$ cat src/design/kfe_pkg.sv
// Shared types, codes and helpers for the K-character frame extractor.
package kfe_pkg;

	localparam int SYM_W      = 8;
	localparam int CODE_W     = 8;
	localparam int FLEN_W     = 12;
	localparam int IDX_W      = 12;
	localparam int MLEN_W     = 12;
	localparam int STATUS_W   = 2;
	localparam int CFG_IDX_W  = 1;
	localparam int CFG_DATA_W = 12;
	localparam int EXT_W      = 16;

	localparam int LENGTH_BITS_DEF   = 12;
	localparam int TRAILER_BYTES_DEF = 4;

	localparam logic [FLEN_W-1:0] FRAME_LENGTH_RST = 12'd468;
	localparam logic [CODE_W-1:0] START_CODE_RST   = 8'd0;

	localparam logic [CFG_IDX_W-1:0] REG_START_CODE   = 1'd0;
	localparam logic [CFG_IDX_W-1:0] REG_FRAME_LENGTH = 1'd1;

	typedef enum logic [1:0] {
		PH_HUNT  = 2'd0,
		PH_RUN   = 2'd1,
		PH_BODY  = 2'd2,
		PH_TRAIL = 2'd3
	} phase_t;

	typedef enum logic [STATUS_W-1:0] {
		ST_OK        = 2'd0,
		ST_BAD_START = 2'd1,
		ST_SHORT     = 2'd2
	} status_t;

	typedef struct packed {
		logic                byte_valid;
		logic [SYM_W-1:0]    out_byte;
		logic [IDX_W-1:0]    byte_index;
		logic                frame_done;
		status_t             frame_status;
		logic [MLEN_W-1:0]   measured_length;
		logic [MLEN_W-1:0]   excess_bytes;
	} result_t;

	function automatic logic [MLEN_W-1:0] cap12(input logic [EXT_W-1:0] v);
		logic [EXT_W-1:0] lim;
		lim = EXT_W'({MLEN_W{1'b1}});
		cap12 = (v > lim) ? {MLEN_W{1'b1}} : v[MLEN_W-1:0];
	endfunction

endpackage

$ cat src/design/kfe_frame_fsm.sv
// Framing state machine: config registers, frame state and per-symbol result.
module kfe_frame_fsm #(
	parameter int LENGTH_BITS   = kfe_pkg::LENGTH_BITS_DEF,
	parameter int TRAILER_BYTES = kfe_pkg::TRAILER_BYTES_DEF
) (
	input  logic                                clk,
	input  logic                                arst_n,
	input  logic                                cfg_we,
	input  logic [kfe_pkg::CFG_IDX_W-1:0]       cfg_index,
	input  logic [kfe_pkg::CFG_DATA_W-1:0]      cfg_data,
	input  logic                                accept,
	input  logic [kfe_pkg::SYM_W-1:0]           symbol_byte,
	input  logic                                is_control,
	output logic                                has_result,
	output kfe_pkg::result_t                    result
);
	import kfe_pkg::*;

	localparam int TRL_W = (TRAILER_BYTES < 2) ? 1 : $clog2(TRAILER_BYTES + 1);
	localparam logic [LENGTH_BITS-1:0] LEN_MAX = {LENGTH_BITS{1'b1}};
	localparam logic [TRL_W-1:0] TRL_END = TRL_W'(TRAILER_BYTES);

	logic [CODE_W-1:0]      start_code_q;
	logic [FLEN_W-1:0]      frame_length_q;
	phase_t                 phase_q, phase_d;
	logic [CODE_W-1:0]      held_q, held_d;
	logic [LENGTH_BITS-1:0] len_q, len_d;
	logic [TRL_W-1:0]       trl_q, trl_d;

	logic [LENGTH_BITS-1:0] len_cur;
	logic [LENGTH_BITS-1:0] len_inc;
	logic [EXT_W-1:0]       len_cur_x;
	logic [EXT_W-1:0]       len_inc_x;
	logic [EXT_W-1:0]       flen_x;
	logic                   in_window;
	logic                   inc_short;
	logic [TRL_W-1:0]       trl_inc;
	logic                   start_ok;

	always_ff @(posedge clk or negedge arst_n) begin
		if (!arst_n) begin
			start_code_q   <= START_CODE_RST;
			frame_length_q <= FRAME_LENGTH_RST;
		end else if (cfg_we) begin
			case (cfg_index)
				REG_START_CODE:   start_code_q   <= cfg_data[CODE_W-1:0];
				REG_FRAME_LENGTH: frame_length_q <= cfg_data[FLEN_W-1:0];
				default: ;
			endcase
		end
	end

	always_ff @(posedge clk or negedge arst_n) begin
		if (!arst_n) begin
			phase_q <= PH_HUNT;
			held_q  <= '0;
			len_q   <= '0;
			trl_q   <= '0;
		end else if (accept) begin
			phase_q <= phase_d;
			held_q  <= held_d;
			len_q   <= len_d;
			trl_q   <= trl_d;
		end
	end

	// count taken by the current symbol; a frame start restarts at one
	assign start_ok  = (held_q == start_code_q);
	assign len_cur   = (phase_q == PH_RUN) ? LENGTH_BITS'(1) : len_q;
	assign len_inc   = (len_cur < LEN_MAX) ? len_cur + LENGTH_BITS'(1) : len_cur;
	assign len_cur_x = EXT_W'(len_cur);
	assign len_inc_x = EXT_W'(len_inc);
	assign flen_x    = EXT_W'(frame_length_q);
	assign in_window = (len_cur_x < flen_x);
	assign inc_short = (len_inc_x < flen_x);
	assign trl_inc   = trl_q + TRL_W'(1);

	always_comb begin
		phase_d = phase_q;
		held_d  = held_q;
		len_d   = len_q;
		trl_d   = trl_q;
		case (phase_q)
			PH_HUNT: begin
				if (is_control) begin
					held_d  = symbol_byte;
					phase_d = PH_RUN;
				end
			end
			PH_RUN: begin
				if (is_control) begin
					held_d = symbol_byte;
				end else if (!start_ok) begin
					phase_d = PH_HUNT;
				end else begin
					len_d   = len_inc;
					trl_d   = '0;
					phase_d = PH_BODY;
				end
			end
			PH_BODY: begin
				len_d = len_inc;
				if (is_control) begin
					if (TRL_W'(1) >= TRL_END) begin
						trl_d   = '0;
						phase_d = PH_HUNT;
					end else begin
						trl_d   = TRL_W'(1);
						phase_d = PH_TRAIL;
					end
				end
			end
			PH_TRAIL: begin
				len_d = len_inc;
				if (trl_inc >= TRL_END) begin
					trl_d   = '0;
					phase_d = PH_HUNT;
				end else begin
					trl_d = trl_inc;
				end
			end
			default: phase_d = PH_HUNT;
		endcase
	end

	always_comb begin
		logic take;
		logic fin;
		take   = 1'b0;
		fin    = 1'b0;
		result = '0;
		case (phase_q)
			PH_HUNT: ;
			PH_RUN: begin
				if (!is_control && !start_ok) begin
					result.frame_done   = 1'b1;
					result.frame_status = ST_BAD_START;
				end else if (!is_control) begin
					take = 1'b1;
				end
			end
			PH_BODY: begin
				take = 1'b1;
				fin  = is_control && (TRL_W'(1) >= TRL_END);
			end
			PH_TRAIL: begin
				take = 1'b1;
				fin  = (trl_inc >= TRL_END);
			end
			default: ;
		endcase
		if (take && in_window) begin
			result.byte_valid = 1'b1;
			result.out_byte   = symbol_byte;
			result.byte_index = IDX_W'(len_cur);
		end
		if (fin) begin
			result.frame_done      = 1'b1;
			result.measured_length = cap12(len_inc_x);
			if (inc_short) begin
				result.frame_status = ST_SHORT;
			end else begin
				result.frame_status = ST_OK;
				result.excess_bytes = cap12(len_inc_x - flen_x);
			end
		end
		has_result = result.byte_valid | result.frame_done;
	end

endmodule

$ cat src/design/kfe_out_stage.sv
// Output register holding one result transaction until downstream takes it.
module kfe_out_stage (
	input  logic             clk,
	input  logic             arst_n,
	input  logic             load,
	input  kfe_pkg::result_t result,
	input  logic             out_stall,
	output logic             out_valid,
	output logic             hold,
	output kfe_pkg::result_t out_data
);
	import kfe_pkg::*;

	logic    valid_q;
	result_t data_q;

	always_ff @(posedge clk or negedge arst_n) begin
		if (!arst_n) begin
			valid_q <= 1'b0;
		end else if (load) begin
			valid_q <= 1'b1;
		end else if (!out_stall) begin
			valid_q <= 1'b0;
		end
	end

	always_ff @(posedge clk) begin
		if (load) begin
			data_q <= result;
		end
	end

	assign out_valid = valid_q;
	assign hold      = valid_q & out_stall;
	assign out_data  = data_q;

endmodule

$ cat src/design/kchar_frame_extractor.sv
// Top level of the K-character frame extractor.
//
//   port group   direction  transaction when            payload
//   in           sink       in_valid && !in_stall       symbol_byte, is_control
//   out          source     out_valid && !out_stall     byte_valid .. excess_bytes
//   cfg          sink       cfg_we                      cfg_index, cfg_data
//
// One symbol per cycle while in_stall is low; each result appears in the cycle after its symbol.
// The result is held in the single output register behind the framing logic.
// Reset returns to hunting with registers at start code 0, length 468.
// in_stall is high only while a result waits in the output register and
// out_stall is high.
module kchar_frame_extractor #(
	parameter int LENGTH_BITS   = kfe_pkg::LENGTH_BITS_DEF,
	parameter int TRAILER_BYTES = kfe_pkg::TRAILER_BYTES_DEF
) (
	input  logic                                clk,
	input  logic                                arst_n,
	input  logic                                cfg_we,
	input  logic [kfe_pkg::CFG_IDX_W-1:0]       cfg_index,
	input  logic [kfe_pkg::CFG_DATA_W-1:0]      cfg_data,
	input  logic                                in_valid,
	output logic                                in_stall,
	input  logic [kfe_pkg::SYM_W-1:0]           symbol_byte,
	input  logic                                is_control,
	output logic                                out_valid,
	input  logic                                out_stall,
	output logic                                byte_valid,
	output logic [kfe_pkg::SYM_W-1:0]           out_byte,
	output logic [kfe_pkg::IDX_W-1:0]           byte_index,
	output logic                                frame_done,
	output logic [kfe_pkg::STATUS_W-1:0]        frame_status,
	output logic [kfe_pkg::MLEN_W-1:0]          measured_length,
	output logic [kfe_pkg::MLEN_W-1:0]          excess_bytes
);
	import kfe_pkg::*;

	logic    accept;
	logic    has_result;
	logic    hold;
	result_t result;
	result_t out_data;

	assign in_stall = hold;
	assign accept   = in_valid & ~hold;

	kfe_frame_fsm #(
		.LENGTH_BITS   (LENGTH_BITS),
		.TRAILER_BYTES (TRAILER_BYTES)
	) u_fsm (
		.clk         (clk),
		.arst_n      (arst_n),
		.cfg_we      (cfg_we),
		.cfg_index   (cfg_index),
		.cfg_data    (cfg_data),
		.accept      (accept),
		.symbol_byte (symbol_byte),
		.is_control  (is_control),
		.has_result  (has_result),
		.result      (result)
	);

	kfe_out_stage u_out (
		.clk       (clk),
		.arst_n    (arst_n),
		.load      (accept & has_result),
		.result    (result),
		.out_stall (out_stall),
		.out_valid (out_valid),
		.hold      (hold),
		.out_data  (out_data)
	);

	assign byte_valid      = out_data.byte_valid;
	assign out_byte        = out_data.out_byte;
	assign byte_index      = out_data.byte_index;
	assign frame_done      = out_data.frame_done;
	assign frame_status    = out_data.frame_status;
	assign measured_length = out_data.measured_length;
	assign excess_bytes    = out_data.excess_bytes;

endmodule
$ cat config.mk
export PLATFORM = sky130hd
export DESIGN_NAME = kchar_frame_extractor
export DESIGN_NICKNAME = d
export VERILOG_FILES = /design/src/design/kfe_pkg.sv /design/src/design/kfe_frame_fsm.sv /design/src/design/kfe_out_stage.sv /design/src/design/kchar_frame_extractor.sv
export SDC_FILE = /design/constraint.sdc
export NUM_CORES = 1
export LEC_CHECK = 0
export BUFFER_PORTS_ARGS = -buffer_cell sky130_fd_sc_hd__buf_4
export CAP_MARGIN = 10
export CELL_PAD_IN_SITES_DETAIL_PLACEMENT = 1
export CELL_PAD_IN_SITES_GLOBAL_PLACEMENT = 2
export CORE_MARGIN = 2
export CORE_UTILIZATION = 35
export CTS_CLUSTER_SIZE = 12
export DETAILED_ROUTE_END_ITERATION = 16
export PLACE_DENSITY_LB_ADDON = 0.3
export SETUP_SLACK_MARGIN = 0.3
export SYNTH_ARGS = -nofsm -noshare
export SYNTH_HDL_FRONTEND = slang
export SYNTH_SLANG_ARGS = --single-unit
$ cat constraint.sdc
create_clock -name clk -period 7.1 [get_ports clk]
set_input_delay 1.065 -clock clk [delete_from_list [all_inputs] [get_ports clk]]
set_output_delay 1.065 -clock clk [all_outputs]
set_load 0.01 [all_outputs]
## Word level (Yosys, flattened, before mapping)

Index checks and enable logic that the tools add are counted.

| storage, ports and cells | value |
|---|---|
| word-level logic and storage cells | 86 |
| output and inout port bits | 50 |
| bits in registers | 94 |
| bits of input ports | 27 |

| cells by class | value |
|---|---|
| order comparisons | 6 |
| bitwise operators | 7 |
| reductions and logical operators | 16 |
| multiplexer cells | 30 |
| equality and inequality tests | 10 |
| $add $sub $neg | 3 |

Operator list:

| operator | number |
|---|---|
| 12-bit 2-to-1 mux | 7 |
| 27-bit 2-to-1 mux | 1 |
| 12-bit less-than comparator | 2 |
| 12-bit case mux with 2 select lines | 1 |
| 21-bit 2-to-1 mux | 1 |
| 3-bit 2-to-1 mux | 6 |
| 16-bit by 12-bit greater-than comparator with 1-bit output, second input constant | 1 |
| 12-bit by 12-bit subtractor with 13-bit output | 1 |
| 12-bit by 1-bit adder with 12-bit output, second input constant | 1 |
| 12-bit greater-than comparator, second input constant | 1 |
| 12-bit less-than comparator, second input constant | 1 |
| 2-bit 2-to-1 mux | 6 |
| 5-bit AND reduction | 2 |
| 3-bit case mux with 3 select lines | 1 |
| 8-bit equality test | 1 |
| 2-bit case mux with 4 select lines | 1 |
| 2-bit by 1-bit != test with 1-bit output, second input constant | 3 |
| 2-bit != test, second input constant | 3 |
| 2-bit OR reduction | 3 |
| 1-bit 2-to-1 mux | 5 |
| 2-bit equality test, second input constant | 2 |
| 2-bit AND reduction | 2 |
| 4-bit AND reduction | 1 |
| 3-bit by 1-bit adder with 3-bit output, second input constant | 1 |
| other kinds (12) | 18 |

## Depth between registers and ports, before layout

| logic depth | value |
|---|---|
| depth after elaboration | 12 |
| gate-level depth with buffers | 19 |
| gate-level depth less buffers | 17 |

## Hierarchy

Synthesis repeated with hierarchy kept, for this count alone.

| unflattened totals | value |
|---|---|
| cell total of the unflattened synthesis | 427 |
| area total of the unflattened synthesis | 4830.9 um^2 |

By module, submodules not included:

| module | area each (um^2) | sequential area each (um^2) | cells each | instances |
|---|---|---|---|---|
| kfe_frame_fsm | 3335.7 | 1132.3 | 374 | 1 |
| kfe_out_stage | 1480.2 | 1466.4 | 51 | 1 |
| kchar_frame_extractor | 15.0 | 0.0 | 2 | 1 |

## Least setup slack after synthesis

No wires, ideal clock.

| path | value |
|---|---|
| kind | reg2reg |
| start | reg (tool-made name) |
| end | reg u_out.data_q (netlist bit u_out.out_data[0]), enable pin |
| data required time | 6573 ps |
| stages on the path, launching flop included | 14 |
| arrival | 5912 ps |
| path buffers | 3 |
| period minus slack after synthesis | 6439 ps |
| library setup time | 527 ps |
| setup slack | 661 ps |
| cell sequence | dfrtp_1 -> nand2b_1 -> buf_2 -> buf_4 -> nand2_1 -> inv_1 -> ha_1 -> a21oi_1 -> nand2_1 -> a221o_1 -> o21ai_0 -> or3b_1 -> buf_6 -> a21boi_0 |

RTL lines:

| item | line | RTL |
|---|---|---|
| end signal: assignment | kfe_out_stage.sv:29 | `data_q <= result;` |
| end: declaration | kfe_out_stage.sv:15 | `result_t data_q;` |

==> summary.md <==
| Metric | Value |
|---|---|
| Status | `complete, no violations` |
| Global-route wire length before repair | `19100 um` |
| Cell taking the most area after synthesis | `edfxtp_1` |
| Critical path cell sequence | `nand2b_1 > nand2_1 > inv_1 > ha_1 > and3_1 > nand3_1 > nor3_2 > xnor2_1 > ha_1 > inv_1 > fa_1 > a211oi_1 > o21ai_0 > a31o_2 > a21oi_1 > xor2_1 > a21oi_1` |
| GPL Wtd Cong | `0.843` |
| Ys flop type | `edfxtp_1` |
| CP Launch Type | `flip-flop` |
| GRT Overall Usage | `17.0%` |
| Die area | `0.0150 mm2` |
| Vias | `3520` |
| Top cell type's share of synthesized area | `29.3%` |
| Fraction of registers with async set/reset | `48.9%` |
| Worst min path class | `reg2reg` |
| Nets | `573` |
| Hold Vio Cnt, Final | `0` |
| Post-layout util | `43.1%` |
| Vias per cell | `4.99` |
| Clock-pin slew on the worst setup and hold paths | `70 ps` |
| Skew final | `12.0 ps` |
| Synthesized flop and latch total | `94` |
| Top-level I/O count | `77` |
| Number of port buffers | `76` |
| Critical path type | `reg2reg` |
| Post-Syn Instances | `444` |
| Synthesis-to-layout area growth | `21.1%` |
| FF/Latch Area | `0.00260 mm2` |
| Initial antenna violation count | `0` |
| Final min period | `4910 ps` |
| Initial core utilization | `35.6%` |
| H-tree Lvls | `3` |
| Die Y | `123 um` |
| GRT Residual Overflow | `0` |
| Pwr dens | `237 mW/mm2` |
| Max Fclk | `204 MHz` |
| Synth unique cells | `53` |
| Most instantiated cells after synthesis | `edfxtp_1 (48), dfrtp_1 (41), inv_1 (41), nand2_1 (41), mux2_2 (32)` |
| Vias in the first global route | `3617` |
| RSZ-0062 raised after global routing | `false` |
| Fillers | `1514` |
| Post-CTS sizing | `0` |
| TritonCTS clock tree | `done` |
| Cell family with most CP delay | `simple AND/OR/NAND/NOR gates` |
| Relative max-transition margin | `51.5%` |
| Synth area leaders | `edfxtp_1 (29%), dfrtp_1 (21%), mux2_2 (7.3%), ha_1 (6.4%), inv_1 (3.1%)` |
| Clk_lat worst skew | `350 ps` |
| CP Capture Type | `flip-flop` |
| Antenna diodes | `0` |
| Worst Path Arrival | `4990 ps` |
| Setup TNS | `0 ps` |
| Post-Syn Area per Cell | `11.1 um2` |
| Period utilization | `69.2%` |
| Max_cap viols | `0` |
| IR Drop Worst-Case VDD | `0.123 mV` |
| Most frequent cell after synthesis | `edfxtp_1` |
| CP required | `7180 ps` |
| CP max-delay cell | `nand2b_1` |
| Synth Net Count | `497` |
| Final setup vio count | `0` |
| DPL Wire Length | `9080 um` |
| Sink Count | `94` |
| Final ANT Viol Nets | `0` |
| Synth Cell Area | `0.00492 mm2` |
| Post-synth EDFFs | `48` |
| Synth Warn # | `0` |
| Crit path max fanout | `16` |
| Hold WS | `479 ps` |
| WP buf/inv | `2` |
| CTS Buf Count | `9` |
| Leakage power | `0.00274 uW` |
| Multi-input combinational cell area | `0.00209 mm2` |
| DR DRC count | `0` |
| Pre-antenna DRT Iters | `4` |
| Core Area | `0.0138 mm2` |
| CTS Buffer Depth | `2` |
| Worst-margin pin slew | `726 ps` |
| Max-slew violations | `0` |
| Die X-Extent | `123 um` |
| Seq/Total Area, Yosys | `52.8%` |
| Max incr delay on CP | `570 ps` |
| Maximum number of pins on one net before global-route repair | `47` |
| Routed len/inst | `16.9 um` |
| Initial drt markers | `96` |
| Root Driver | `clkbuf_16` |
| Hold-fix buffers, CTS | `0` |
| Overall routed net length | `11900 um` |
| Share of post-route cells with drive strength above 1 | `27.8%` |
| Post-CTS Setup Repair Bufs | `0` |
| Cell Rows | `43` |
[power by group]
| group | switching, uW | internal, uW |
|---|---|---|
| combinational | 158 | 115 |
| sequential | 32.2 | 624 |
| clock | 219 | 265 |
[stage by stage]
| stage | area [um2] | setup WS, ps | power, uW | cells |
|---|---|---|---|---|
| 4_1_cts | 5960 | 2220 | 1440 | 705 |
| 3_3_place_gp | 5660 | 2490 | 934 | 689 |
| 3_5_place_dp | 5660 | 2260 | 945 | 689 |
| 2_1_floorplan | 4920 | 661 | 848 | 444 |
| 6_report | 5960 | 2190 | 1410 | 705 |
| 5_1_grt | 5960 | 1770 | 1490 | 705 |
[worst paths after layout]
kind                                            start                             endpoint  slack (ps)  cells after the start
setup / recovery                            flip-flop     u_out.out_data[10]$_SDFFCE_PP0P_        2190                     17
hold / removal             u_fsm.trl_q[1]$_DFFE_PN0P_           u_fsm.trl_q[1]$_DFFE_PN0P_         480                      2
setup reg to reg                            flip-flop     u_out.out_data[10]$_SDFFCE_PP0P_        2190                     17
hold reg to reg            u_fsm.trl_q[1]$_DFFE_PN0P_           u_fsm.trl_q[1]$_DFFE_PN0P_         480                      2
max in group asynchronous                      arst_n  u_fsm.frame_length_q[9]$_DFFE_PN0P_        5940                      1
min in group asynchronous                      arst_n          u_out.out_valid$_DFFE_PN0P_         730                      1
[state kept, by name, indices dropped and copies added (netlist names), named ones only]
signal                count
u_fsm.frame_length_q     12
u_fsm.held_q              8
u_fsm.len_q              12
u_fsm.phase_q             1
u_fsm.start_code_q        8
u_fsm.trl_q               3
u_out.out_data           48
u_out.out_valid           1
[cells in the final DEF (no fill, tap or decap), drive strengths merged, types with 5 or more instances in the layout]
| master | netlist | routed |
|---|---|---|
| dfstp | 5 | 5 |
| ha | 25 | 25 |
| buf | 9 | 80 |
| o21ai | 23 | 23 |
| a21oi | 26 | 26 |
| and2 | 15 | 15 |
| nor3 | 5 | 5 |
| edfxtp | 48 | 48 |
| inv | 41 | 45 |
| xor2 | 16 | 16 |
| nand3 | 8 | 8 |
| xnor2 | 11 | 11 |
| clkbuf | 6 | 11 |
| mux2 | 32 | 32 |
| dfrtp | 41 | 41 |
| a21o | 6 | 6 |
| and3 | 8 | 8 |
| nor2 | 36 | 36 |
| nand2 | 41 | 41 |
[cells by family (layout without fill, tap and decap cells)]
logic type | Yosys count | in the layout | synth area share, %
xor gates and xnor gates | 27 | 27 | 4.80
DFF | 94 | 94 | 52.8
AOI/OAI and AO/OA | 78 | 78 | 9.76
buffers and inverters | 56 | 137 | 5.08
muxes | 33 | 33 | 7.52
and+or+nand+nor | 130 | 130 | 13.3
adders and majority gates | 26 | 26 | 6.76
[cell type report]
type                    instances  share of cell area, %
inverters                      41                   2.58
clock buffers                  11                   4.26
multi-input cells             294                   35.0
clock inverters                 5                  0.735
well taps                     180                   3.78
flip-flops and latches         94                   43.6
repair buffers                 80                   10.1
[layer usage]
metal	vias to the layer above	track usage, %	routed length (um)
met5	-	0	0
met4	0	6.25	211
met3	12	2.93	386
met2	61	27.8	5840
met1	1735	22.5	5470
li1	1712	-	-
[worst register-to-register path, stage by stage, from the launching register on]
cell,delay [ps]
dfrtp_1,520
nand2b_1,570
nand2_1,220
inv_1,120
ha_1,230
and3_1,180
nand3_1,140
nor3_2,500
xnor2_1,220
ha_1,220
inv_1,60
fa_1,450
a211oi_1,330
o21ai_0,190
a31o_2,280
a21oi_1,160
xor2_1,160
a21oi_1,90
Note: power is estimated with default switching activity, not from simulation.
